**config.mk**
```make
export PLATFORM = sky130hd
export DESIGN_NAME = combined_lcg_shuffle_rng_flat
export DESIGN_NICKNAME = d
export VERILOG_FILES = /design/src/design/clsr_pkg.sv /design/src/design/clsr_if.sv /design/src/design/clsr_seq.sv /design/src/design/clsr_dp.sv /design/src/design/combined_lcg_shuffle_rng.sv /design/src/flat_wrapper.sv
export SDC_FILE = /design/constraint.sdc
export NUM_CORES = 2
export LEC_CHECK = 0
export ABC_CLOCK_PERIOD_IN_PS = 13700
export BUFFER_PORTS_ARGS = -buffer_cell sky130_fd_sc_hd__buf_4
export CORE_AREA = 2 2 416 418
export CTS_BUF_LIST = sky130_fd_sc_hd__clkbuf_8 sky130_fd_sc_hd__clkbuf_16
export CTS_CLUSTER_DIAMETER = 200
export CTS_CLUSTER_SIZE = 40
export DETAILED_ROUTE_END_ITERATION = 6
export DIE_AREA = 0 0 418 420
export PLACE_DENSITY = 0.76
export RECOVER_POWER = 100
export SYNTH_ARGS = -nofsm -noshare
export SYNTH_HDL_FRONTEND = slang
export SYNTH_SLANG_ARGS = --single-unit
```
**constraint.sdc**
```tcl
create_clock -name clk -period 13.7 [get_ports clk]
set_input_delay 2.74 -clock clk [delete_from_list [all_inputs] [get_ports clk]]
set_output_delay 2.74 -clock clk [all_outputs]
set_load 0.05 [all_outputs]
```
**src/design/clsr_pkg.sv**
```systemverilog
`timescale 1ns / 1ps
`default_nettype none
// ----------------------------------------------------------------------------
// clsr_pkg
// Constants, control word layout, microcode ROM and modular reduction for
// the combined LCG / shuffle-table random number generator.
// ----------------------------------------------------------------------------
package clsr_pkg;

  localparam int TABLE_DEPTH_DEF = 32;

  localparam logic [30:0] MOD_A    = 31'd2147483563;
  localparam logic [30:0] MOD_B    = 31'd2147483399;
  localparam logic [15:0] MUL_A    = 16'd40014;
  localparam logic [15:0] MUL_B    = 16'd40692;
  localparam logic [30:0] SEED_B   = 31'd123456789;
  localparam logic [30:0] WRAP_ADD = 31'd2147483562;
  localparam logic [31:0] FRAC_CAP = 32'd4294966780;
  // 2^31 mod MOD_A and 2^31 mod MOD_B
  localparam logic [7:0]  C_A      = 8'd85;
  localparam logic [7:0]  C_B      = 8'd249;
  // 2^32 mod MOD_A, for the fraction
  localparam logic [7:0]  FRAC_K   = 8'd170;
  localparam int          WARMUP   = 8;

  localparam int STEP_W = 4;

  localparam logic [STEP_W-1:0] STEP_WAIT      = 4'd0;
  localparam logic [STEP_W-1:0] STEP_SEED_MUL  = 4'd1;
  localparam logic [STEP_W-1:0] STEP_SEED_RED  = 4'd2;
  localparam logic [STEP_W-1:0] STEP_SEED_END  = 4'd3;
  localparam logic [STEP_W-1:0] STEP_DRAW_MUL  = 4'd4;
  localparam logic [STEP_W-1:0] STEP_DRAW_RED  = 4'd5;
  localparam logic [STEP_W-1:0] STEP_DRAW_RD   = 4'd6;
  localparam logic [STEP_W-1:0] STEP_DRAW_MIX  = 4'd7;
  localparam logic [STEP_W-1:0] STEP_FRAC_MUL  = 4'd8;
  localparam logic [STEP_W-1:0] STEP_FRAC_OUT  = 4'd9;

  localparam logic [1:0] COND_NEXT    = 2'd0;
  localparam logic [1:0] COND_WAIT_IN = 2'd1;
  localparam logic [1:0] COND_LOOP    = 2'd2;
  localparam logic [1:0] COND_EMIT    = 2'd3;

  typedef struct packed {
    logic [1:0]        cond;
    logic [STEP_W-1:0] target;
    logic              load_seed;
    logic              mul_a;
    logic              mul_b;
    logic              red_a;
    logic              red_b;
    logic              fill;
    logic              load_lo;
    logic              slot_q0;
    logic              slot_fix;
    logic              rd_tab;
    logic              combine;
    logic              frac_mul;
    logic              frac_out;
  } ctrl_t;

  typedef struct packed {
    logic cnt_nz;
    logic out_busy;
  } dp_stat_t;

  function automatic ctrl_t clsr_rom(input logic [STEP_W-1:0] pc);
    ctrl_t w;
    w = '0;
    case (pc)
      STEP_WAIT: begin
        w.cond      = COND_WAIT_IN;
        w.target    = STEP_DRAW_MUL;
        w.load_seed = 1'b1;
      end
      STEP_SEED_MUL: begin
        w.mul_a = 1'b1;
      end
      STEP_SEED_RED: begin
        w.cond   = COND_LOOP;
        w.target = STEP_SEED_MUL;
        w.red_a  = 1'b1;
        w.fill   = 1'b1;
      end
      STEP_SEED_END: begin
        w.load_lo = 1'b1;
      end
      STEP_DRAW_MUL: begin
        w.mul_a   = 1'b1;
        w.mul_b   = 1'b1;
        w.slot_q0 = 1'b1;
      end
      STEP_DRAW_RED: begin
        w.red_a    = 1'b1;
        w.red_b    = 1'b1;
        w.slot_fix = 1'b1;
      end
      STEP_DRAW_RD: begin
        w.rd_tab = 1'b1;
      end
      STEP_DRAW_MIX: begin
        w.combine = 1'b1;
      end
      STEP_FRAC_MUL: begin
        w.frac_mul = 1'b1;
      end
      STEP_FRAC_OUT: begin
        w.cond     = COND_EMIT;
        w.target   = STEP_WAIT;
        w.frac_out = 1'b1;
      end
      default: begin
        w = '0;
      end
    endcase
    return w;
  endfunction

  // p mod m for m = 2^31 - c, p < 2^47; one conditional subtract suffices
  function automatic logic [30:0] lcg_reduce(input logic [46:0] p,
                                             input logic [7:0]  c,
                                             input logic [30:0] m);
    logic [31:0] s;
    s = {16'd0, p[46:31]} * {24'd0, c} + {1'b0, p[30:0]};
    if (s >= {1'b0, m}) begin
      s = s - {1'b0, m};
    end
    return s[30:0];
  endfunction

endpackage
`default_nettype wire

```
**src/design/clsr_if.sv**
```systemverilog
`timescale 1ns / 1ps
`default_nettype none
// ----------------------------------------------------------------------------
// clsr_if
// Request and result channels: valid/ready with payload.
// ----------------------------------------------------------------------------
interface clsr_req_if;
  logic        valid;
  logic        ready;
  logic        mode;
  logic [30:0] seed;
  modport source (output valid, output mode, output seed, input ready);
  modport sink (input valid, input mode, input seed, output ready);
endinterface

interface clsr_rsp_if;
  logic        valid;
  logic        ready;
  logic [30:0] value;
  logic [31:0] fraction;
  modport source (output valid, output value, output fraction, input ready);
  modport sink (input valid, input value, input fraction, output ready);
endinterface
`default_nettype wire

```
**src/design/clsr_seq.sv**
```systemverilog
`timescale 1ns / 1ps
`default_nettype none
// ----------------------------------------------------------------------------
// clsr_seq
// Step counter and microcode ROM; conditional jumps on input, loop count
// and output backpressure.
// ----------------------------------------------------------------------------
module clsr_seq import clsr_pkg::*; (
  input  logic     clk,
  input  logic     rst,
  input  logic     in_fire,
  input  logic     in_mode,
  input  dp_stat_t stat,
  output ctrl_t    ctrl
);

  logic [STEP_W-1:0] pc;
  logic [STEP_W-1:0] pc_next;

  always_comb begin
    ctrl = clsr_rom(pc);
  end

  always_comb begin
    pc_next = pc + 1'b1;
    case (ctrl.cond)
      COND_WAIT_IN: begin
        if (!in_fire) begin
          pc_next = pc;
        end else if (!in_mode) begin
          pc_next = ctrl.target;
        end
      end
      COND_LOOP: begin
        if (stat.cnt_nz) begin
          pc_next = ctrl.target;
        end
      end
      COND_EMIT: begin
        pc_next = stat.out_busy ? pc : ctrl.target;
      end
      default: begin
        pc_next = pc + 1'b1;
      end
    endcase
  end

  always_ff @(posedge clk) begin
    if (rst) begin
      pc <= STEP_WAIT;
    end else begin
      pc <= pc_next;
    end
  end

endmodule
`default_nettype wire

```
**src/design/clsr_dp.sv**
```systemverilog
`timescale 1ns / 1ps
`default_nettype none
// ----------------------------------------------------------------------------
// clsr_dp
// Generator registers, shared multiply/reduce units, shuffle table memory,
// slot divider and fraction unit, output register.
// ----------------------------------------------------------------------------
module clsr_dp import clsr_pkg::*; #(
  parameter int TABLE_DEPTH = TABLE_DEPTH_DEF
) (
  input  logic        clk,
  input  logic        rst,
  input  ctrl_t       ctrl,
  input  logic        in_fire,
  input  logic        in_mode,
  input  logic [30:0] in_seed,
  output dp_stat_t    stat,
  output logic        out_valid,
  input  logic        out_ready,
  output logic [30:0] out_value,
  output logic [31:0] out_fraction
);

  localparam int     IW         = (TABLE_DEPTH > 1) ? $clog2(TABLE_DEPTH) : 1;
  localparam int     CW         = $clog2(TABLE_DEPTH + WARMUP);
  localparam longint SLOT_DIV   = 1 + longint'(WRAP_ADD) / TABLE_DEPTH;
  localparam longint SLOT_RECIP = (longint'(1) << 32) / SLOT_DIV;
  localparam int     RW         = $clog2(SLOT_RECIP + 1);
  localparam int     PW         = 31 + RW;

  logic [30:0]       ga;
  logic [30:0]       gb;
  logic [30:0]       lo;
  logic [46:0]       pa;
  logic [46:0]       pb;
  logic [CW-1:0]     n;
  logic [RW-2:0]     q0;
  logic [IW-1:0]     slot;
  logic [30:0]       rd;
  logic              rd_ok;
  logic [38:0]       fy;
  logic [30:0]       tab [TABLE_DEPTH];
  logic [TABLE_DEPTH-1:0] tab_vld;

  logic [30:0]       ga_red;
  logic [30:0]       gb_red;
  logic [30:0]       seed_f;
  logic [PW-1:0]     prod;
  logic [PW-1:0]     qd;
  logic [PW-1:0]     rem;
  logic [RW-1:0]     q;
  logic [IW-1:0]     slot_next;
  logic [30:0]       rdv;
  logic [32:0]       diff;
  logic [32:0]       wrapped;
  logic [7:0]        yh;
  logic [31:0]       fs;
  logic [32:0]       fr;
  logic [31:0]       frac_next;
  logic              we;
  logic [IW-1:0]     waddr;
  logic [30:0]       wdata;
  logic              emit;

  always_comb begin
    ga_red = lcg_reduce(pa, C_A, MOD_A);
    gb_red = lcg_reduce(pb, C_B, MOD_B);
    seed_f = (in_seed == '0) ? 31'd1 : in_seed;

    // slot = lo / SLOT_DIV via reciprocal, then one correction
    prod = PW'(lo) * PW'(SLOT_RECIP);
    qd   = PW'(q0) * PW'(SLOT_DIV);
    rem  = PW'(lo) - qd;
    q    = RW'(q0) + RW'(rem >= PW'(SLOT_DIV));
    if (32'(q) >= 32'(TABLE_DEPTH)) begin
      slot_next = IW'(TABLE_DEPTH - 1);
    end else begin
      slot_next = IW'(q);
    end

    rdv  = rd_ok ? rd : '0;
    diff = {2'b00, rdv} - {2'b00, gb};
    if (diff[32] || diff == '0) begin
      wrapped = diff + {2'b00, WRAP_ADD};
    end else begin
      wrapped = diff;
    end

    // floor(v*2^32/MOD_A) = 2v + floor(170v/MOD_A)
    yh = fy[38:31];
    fs = {24'd0, yh} * {24'd0, C_A} + {1'b0, fy[30:0]};
    fr = {1'b0, lo, 1'b0} + {25'd0, yh} + {32'd0, fs >= {1'b0, MOD_A}};
    if (fr > {1'b0, FRAC_CAP}) begin
      frac_next = FRAC_CAP;
    end else begin
      frac_next = fr[31:0];
    end

    we    = (ctrl.fill && (n < CW'(TABLE_DEPTH))) || ctrl.combine;
    waddr = ctrl.fill ? n[IW-1:0] : slot;
    wdata = ctrl.fill ? ga_red : ga;

    emit          = ctrl.frac_out && !(out_valid && !out_ready);
    stat.cnt_nz   = (n != '0);
    stat.out_busy = out_valid && !out_ready;
  end

  always_ff @(posedge clk) begin
    if (rst) begin
      ga      <= 31'd1;
      gb      <= SEED_B;
      lo      <= '0;
      tab_vld <= '0;
    end else begin
      if (ctrl.load_seed && in_fire && in_mode) begin
        ga <= seed_f;
        gb <= seed_f;
      end else begin
        if (ctrl.red_a) begin
          ga <= ga_red;
        end
        if (ctrl.red_b) begin
          gb <= gb_red;
        end
      end
      if (ctrl.load_lo) begin
        lo <= ga;
      end else if (ctrl.combine) begin
        lo <= wrapped[30:0];
      end
      if (we) begin
        tab_vld[waddr] <= 1'b1;
      end
    end
  end

  always_ff @(posedge clk) begin
    if (ctrl.load_seed && in_fire && in_mode) begin
      n <= CW'(TABLE_DEPTH + WARMUP - 1);
    end else if (ctrl.fill) begin
      n <= n - 1'b1;
    end
    if (ctrl.mul_a) begin
      pa <= 47'(ga) * 47'(MUL_A);
    end
    if (ctrl.mul_b) begin
      pb <= 47'(gb) * 47'(MUL_B);
    end
    if (ctrl.slot_q0) begin
      q0 <= prod[PW-1:32];
    end
    if (ctrl.slot_fix) begin
      slot <= slot_next;
    end
    if (ctrl.frac_mul) begin
      fy <= 39'(lo) * 39'(FRAC_K);
    end
  end

  always_ff @(posedge clk) begin
    if (we) begin
      tab[waddr] <= wdata;
    end
    if (ctrl.rd_tab) begin
      rd    <= tab[slot];
      rd_ok <= tab_vld[slot];
    end
  end

  always_ff @(posedge clk) begin
    if (rst) begin
      out_valid <= 1'b0;
    end else if (emit) begin
      out_valid <= 1'b1;
    end else if (out_ready) begin
      out_valid <= 1'b0;
    end
  end

  always_ff @(posedge clk) begin
    if (emit) begin
      out_value    <= lo;
      out_fraction <= frac_next;
    end
  end

endmodule
`default_nettype wire

```
**src/design/combined_lcg_shuffle_rng.sv**
```systemverilog
`timescale 1ns / 1ps
`default_nettype none
// ----------------------------------------------------------------------------
// combined_lcg_shuffle_rng
// Two-generator combined LCG with a shuffle table, run by a microcoded
// sequencer over a shared multiply/reduce datapath.
//
//   channel  dir  payload                          handshake
//   req      in   mode[0], seed[30:0]              valid/ready
//   rsp      out  value[30:0], fraction[31:0]      valid/ready
//
// Draw: one wait step, then six datapath steps per item.
// Reseed: 40 generator steps, each a multiply step and a reduce step through the
// generator A multiply/reduce unit, plus one load step, before the draw.
// Reset loads the generator seeds and clears the table valid bits at once.
// A result held on rsp stalls the final step; the next item is taken while
// the last result waits.
// ----------------------------------------------------------------------------
module combined_lcg_shuffle_rng import clsr_pkg::*; #(
  parameter int TABLE_DEPTH = TABLE_DEPTH_DEF
) (
  input  logic       clk,
  input  logic       rst,
  clsr_req_if.sink   req,
  clsr_rsp_if.source rsp
);

  ctrl_t    ctrl;
  dp_stat_t stat;
  logic     in_fire;

  assign req.ready = (ctrl.cond == COND_WAIT_IN);
  assign in_fire   = req.valid && req.ready;

  clsr_seq u_seq (
    .clk     (clk),
    .rst     (rst),
    .in_fire (in_fire),
    .in_mode (req.mode),
    .stat    (stat),
    .ctrl    (ctrl)
  );

  clsr_dp #(
    .TABLE_DEPTH (TABLE_DEPTH)
  ) u_dp (
    .clk          (clk),
    .rst          (rst),
    .ctrl         (ctrl),
    .in_fire      (in_fire),
    .in_mode      (req.mode),
    .in_seed      (req.seed),
    .stat         (stat),
    .out_valid    (rsp.valid),
    .out_ready    (rsp.ready),
    .out_value    (rsp.value),
    .out_fraction (rsp.fraction)
  );

endmodule
`default_nettype wire
```
**src/flat_wrapper.sv**
```systemverilog
// flat-port wrapper written by rule: the top's interface ports become plain ports
module combined_lcg_shuffle_rng_flat import clsr_pkg::*;
#(
  parameter int TABLE_DEPTH = TABLE_DEPTH_DEF
)
  (clk, rst, req_valid, req_mode, req_seed, req_ready, rsp_valid, rsp_value, rsp_fraction, rsp_ready);
  clsr_req_if req_i ();
  clsr_rsp_if rsp_i ();
  input  logic clk;
  input  logic rst;
  input wire logic [$bits(req_i.valid)-1:0] req_valid;
  input wire logic [$bits(req_i.mode)-1:0] req_mode;
  input wire logic [$bits(req_i.seed)-1:0] req_seed;
  output wire logic [$bits(req_i.ready)-1:0] req_ready;
  output wire logic [$bits(rsp_i.valid)-1:0] rsp_valid;
  output wire logic [$bits(rsp_i.value)-1:0] rsp_value;
  output wire logic [$bits(rsp_i.fraction)-1:0] rsp_fraction;
  input wire logic [$bits(rsp_i.ready)-1:0] rsp_ready;
  assign req_i.valid = req_valid;
  assign req_i.mode = req_mode;
  assign req_i.seed = req_seed;
  assign req_ready = req_i.ready;
  assign rsp_valid = rsp_i.valid;
  assign rsp_value = rsp_i.value;
  assign rsp_fraction = rsp_i.fraction;
  assign rsp_i.ready = rsp_ready;
  combined_lcg_shuffle_rng #(.TABLE_DEPTH(TABLE_DEPTH)) u_core (.clk(clk), .rst(rst), .req(req_i), .rsp(rsp_i));
endmodule
```
==> out/qor.csv <==
metric,value,unit
status,"complete, but fails checks",
violations,"capacitance limit, slew limit",
synth.distinct_cells,102,
num_vias,53610,
grt_pass1_vias,53980,
cts_buffers,40,
worst_pin_slew,4152,ps
area_delta_synth_final,5.067,%
min_period,10700,ps
synth_simple_gate_area_share,6.299,%
drt-met1-wl,90.33,mm
clkTransAtPathRegs,170,ps
route.detailed.drc,0,
finalHoldViolCount,0,
grt_max_degree,137,
maxSlewViolCount,2191,
setup_viol,0,
clk_path_buf_depth,3,
fin_tns_setup,0,ps
place_inst,8669,
yosys.area.top_type,edfxtp_1,
io_buffers,100,
wl_met2,108.7,mm
top_layer,met5,
yosys.area_share.adder,22.79,%
dieArea,175600,um^2
routed_via_density,6.131,
startpoint_type,register,
cts_max_level,2,
synth_compound_area_share,7.676,%
syn-num-nets,7682,
clock.fmax,93.45,MHz
clkLatencyLatePin,750,ps
gp_congestion,0.9850,
coreArea,171000,um^2
crit_type,reg2reg,
totalWireLength,231.3,mm
synth-edff-count,1226,
crit_required,13700,ps
cts_hold_buf,0,
netlist_area,85240,um^2
drtIter0Drc,6123,
timing.hold.worst.class,reg2reg,
grt.total_usage,26.43,%
cts_root_buf,clkbuf_16,
cp_max_fo,32,
ys_top_cells_by_area,"edfxtp_1 (43%), fa_1 (13%), ha_1 (10%), mux4_2 (8.5%), inv_1 (3.9%)",
stdcell_count,8744,
antenna_found_initial,12,
synth_top_family_by_area,adder cells,
start_util,49.85,%
end_kind,register,
yosys_warnings,0,
post_cts_buffers,0,
syn_inst,6417,
async_reset_ff_share,0,%
rsz0062_at_grt,no,
drtPass1Iterations,6,
dp_hpwl,163.6,mm
synth_common_cells,"edfxtp_1 (1226), inv_1 (895), ha_1 (690), fa_1 (539), mux4_2 (320)",
synth_xor_area_share,2.999,%
clock_sinks,1362,
synth-main-ff-cell,edfxtp_1,
fin_nets,7743,
cp.arrival,10700,ps
fp.dieW,418,um
route.met3.wl,20.94,mm
die_height,420,um
muxShareOfSynthArea,9.075,%
skew,51.67,ps
drive_gt1_share,7.634,%
seq_area_frac_synth,46.39,%
wl_per_cell,26.45,um
rows,152,
yosysMostFrequentCell,edfxtp_1,
grt_first_pass_wirelength,344.8,mm
cap_violations,74,
synth_seq_cells,1362,
nFillCells,14110,
period_share,78.11,%
yosysTopAreaCellShare,43.19,%
cts_tree,done,
synth.avg_cell_area,13.28,um^2
post_cts_resized,0,
boundaryPins,101,
ant_nets,0,
grt_overflow,0,
multi_input_area,41710,um^2
max_slew_margin,-176.8,%
seqCellArea,39540,um^2
## cells in the final DEF, fill, tap and decap left out, drive strengths merged, types with 24 or more instances in the layout
| cell | n |
|---|---|
| buf | 51 |
| and3 | 33 |
| nor2 | 314 |
| edfxtp | 1226 |
| nor4 | 34 |
| and2 | 62 |
| o21bai | 26 |
| a211oi | 41 |
| o21ai | 192 |
| inv | 926 |
| mux4 | 320 |
| nor2b | 39 |
| nand4 | 46 |
| o22ai | 48 |
| xor2 | 81 |
| o21a | 38 |
| fa | 539 |
| a221oi | 24 |
| dfxtp | 136 |
| mux2 | 38 |
| ha | 690 |
| nand3 | 75 |
| a31oi | 27 |
| nor3 | 70 |
| clkbuf | 181 |
| a22oi | 43 |
| nand2b | 41 |
| a21o | 124 |
| a21oi | 279 |
| nand2 | 291 |
| xnor2 | 210 |
## state kept, by name (all words and copies together), names as in the netlist
signal / flops
u_core.u_dp.lo: 31
u_core.u_dp.out_fraction: 32
u_core.u_dp.tab_vld: 32
u_core.u_dp.rd: 31
u_core.u_seq.pc: 4
u_core.u_dp.out_value: 31
u_core.u_dp.out_valid: 1
u_core.u_dp.slot: 5
u_core.u_dp.n: 6
u_core.u_dp.tab: 992
u_core.u_dp.pa: 46
u_core.u_dp.rd_ok: 1
u_core.u_dp.pb: 45
u_core.u_dp.q0: 5
u_core.u_dp.fy: 38
u_core.u_dp.gb: 31
u_core.u_dp.ga: 31
## worst max-delay path, cell delays in order, from the launching register on
cell	delay [ps]
edfxtp_1	510
ha_1	360
inv_1	60
fa_1	480
fa_1	540
inv_1	50
fa_1	500
ha_1	400
nand2_1	60
o21ai_0	350
nand3_1	230
and2_0	220
o311ai_0	860
nand3_1	370
nor4_1	550
nand4_1	540
and2_0	590
nor3b_1	330
xnor2_1	230
o21ai_0	2680
## kinds of logic (layout without fill, tap and decap cells)
logic type,Yosys count,after routing
mux,368,368
xor+xnor,291,291
flops,1362,1362
other cells,0,1
buf+inv,1069,1162
simple gates,1099,1099
fa+ha+maj,1229,1229
compound gates,999,999
## layer usage
metal	vias to the layer above	global-route usage [%]
li1	23280	-
met1	27140	35.35
met2	2677	42.91
met3	498	4.475
met4	10	11.08
met5	-	0
## per-stage QoR
stage / setup WS (ps) / hold WS (ps) / area, um^2 / utilization, %
after floorplan: 6373 / 434.8 / 85240 / -
after global placement: 5539 / 444.3 / 89150 / 52.14
after detailed placement: 5389 / 456.6 / 89150 / 52.14
after CTS: 5364 / 489.7 / 90380 / 52.86
after global routing: 2277 / 499.1 / 89550 / 52.38
final: 2999 / 488.8 / 89560 / 52.38
## final cells by class
cell class	count	area share [%]
diodes	1	0.002794
inverters	896	3.755
well taps	2233	3.120
clock buffers	40	1.118
flip-flops and latches	1362	44.15
repair buffers	192	1.032
multi-input cells	3986	46.57
clock inverters	34	0.2543
## worst paths after layout
kind | startpoint | endpoint | slack (ps) | cells after the start
setup / recovery | u_core.u_dp.pa[32] | u_core.u_dp.tab[11][10] | 3000 | 19
hold / removal | u_core.u_dp.tab_vld[18] | u_core.u_dp.tab_vld[18] | 490 | 2
setup reg to reg | u_core.u_dp.pa[32] | u_core.u_dp.tab[11][10] | 3000 | 19
hold reg to reg | u_core.u_dp.tab_vld[18] | u_core.u_dp.tab_vld[18] | 490 | 2
Power is not shown: default switching activity piles up to over one toggle a cycle in this logic, so the estimate is an artifact.
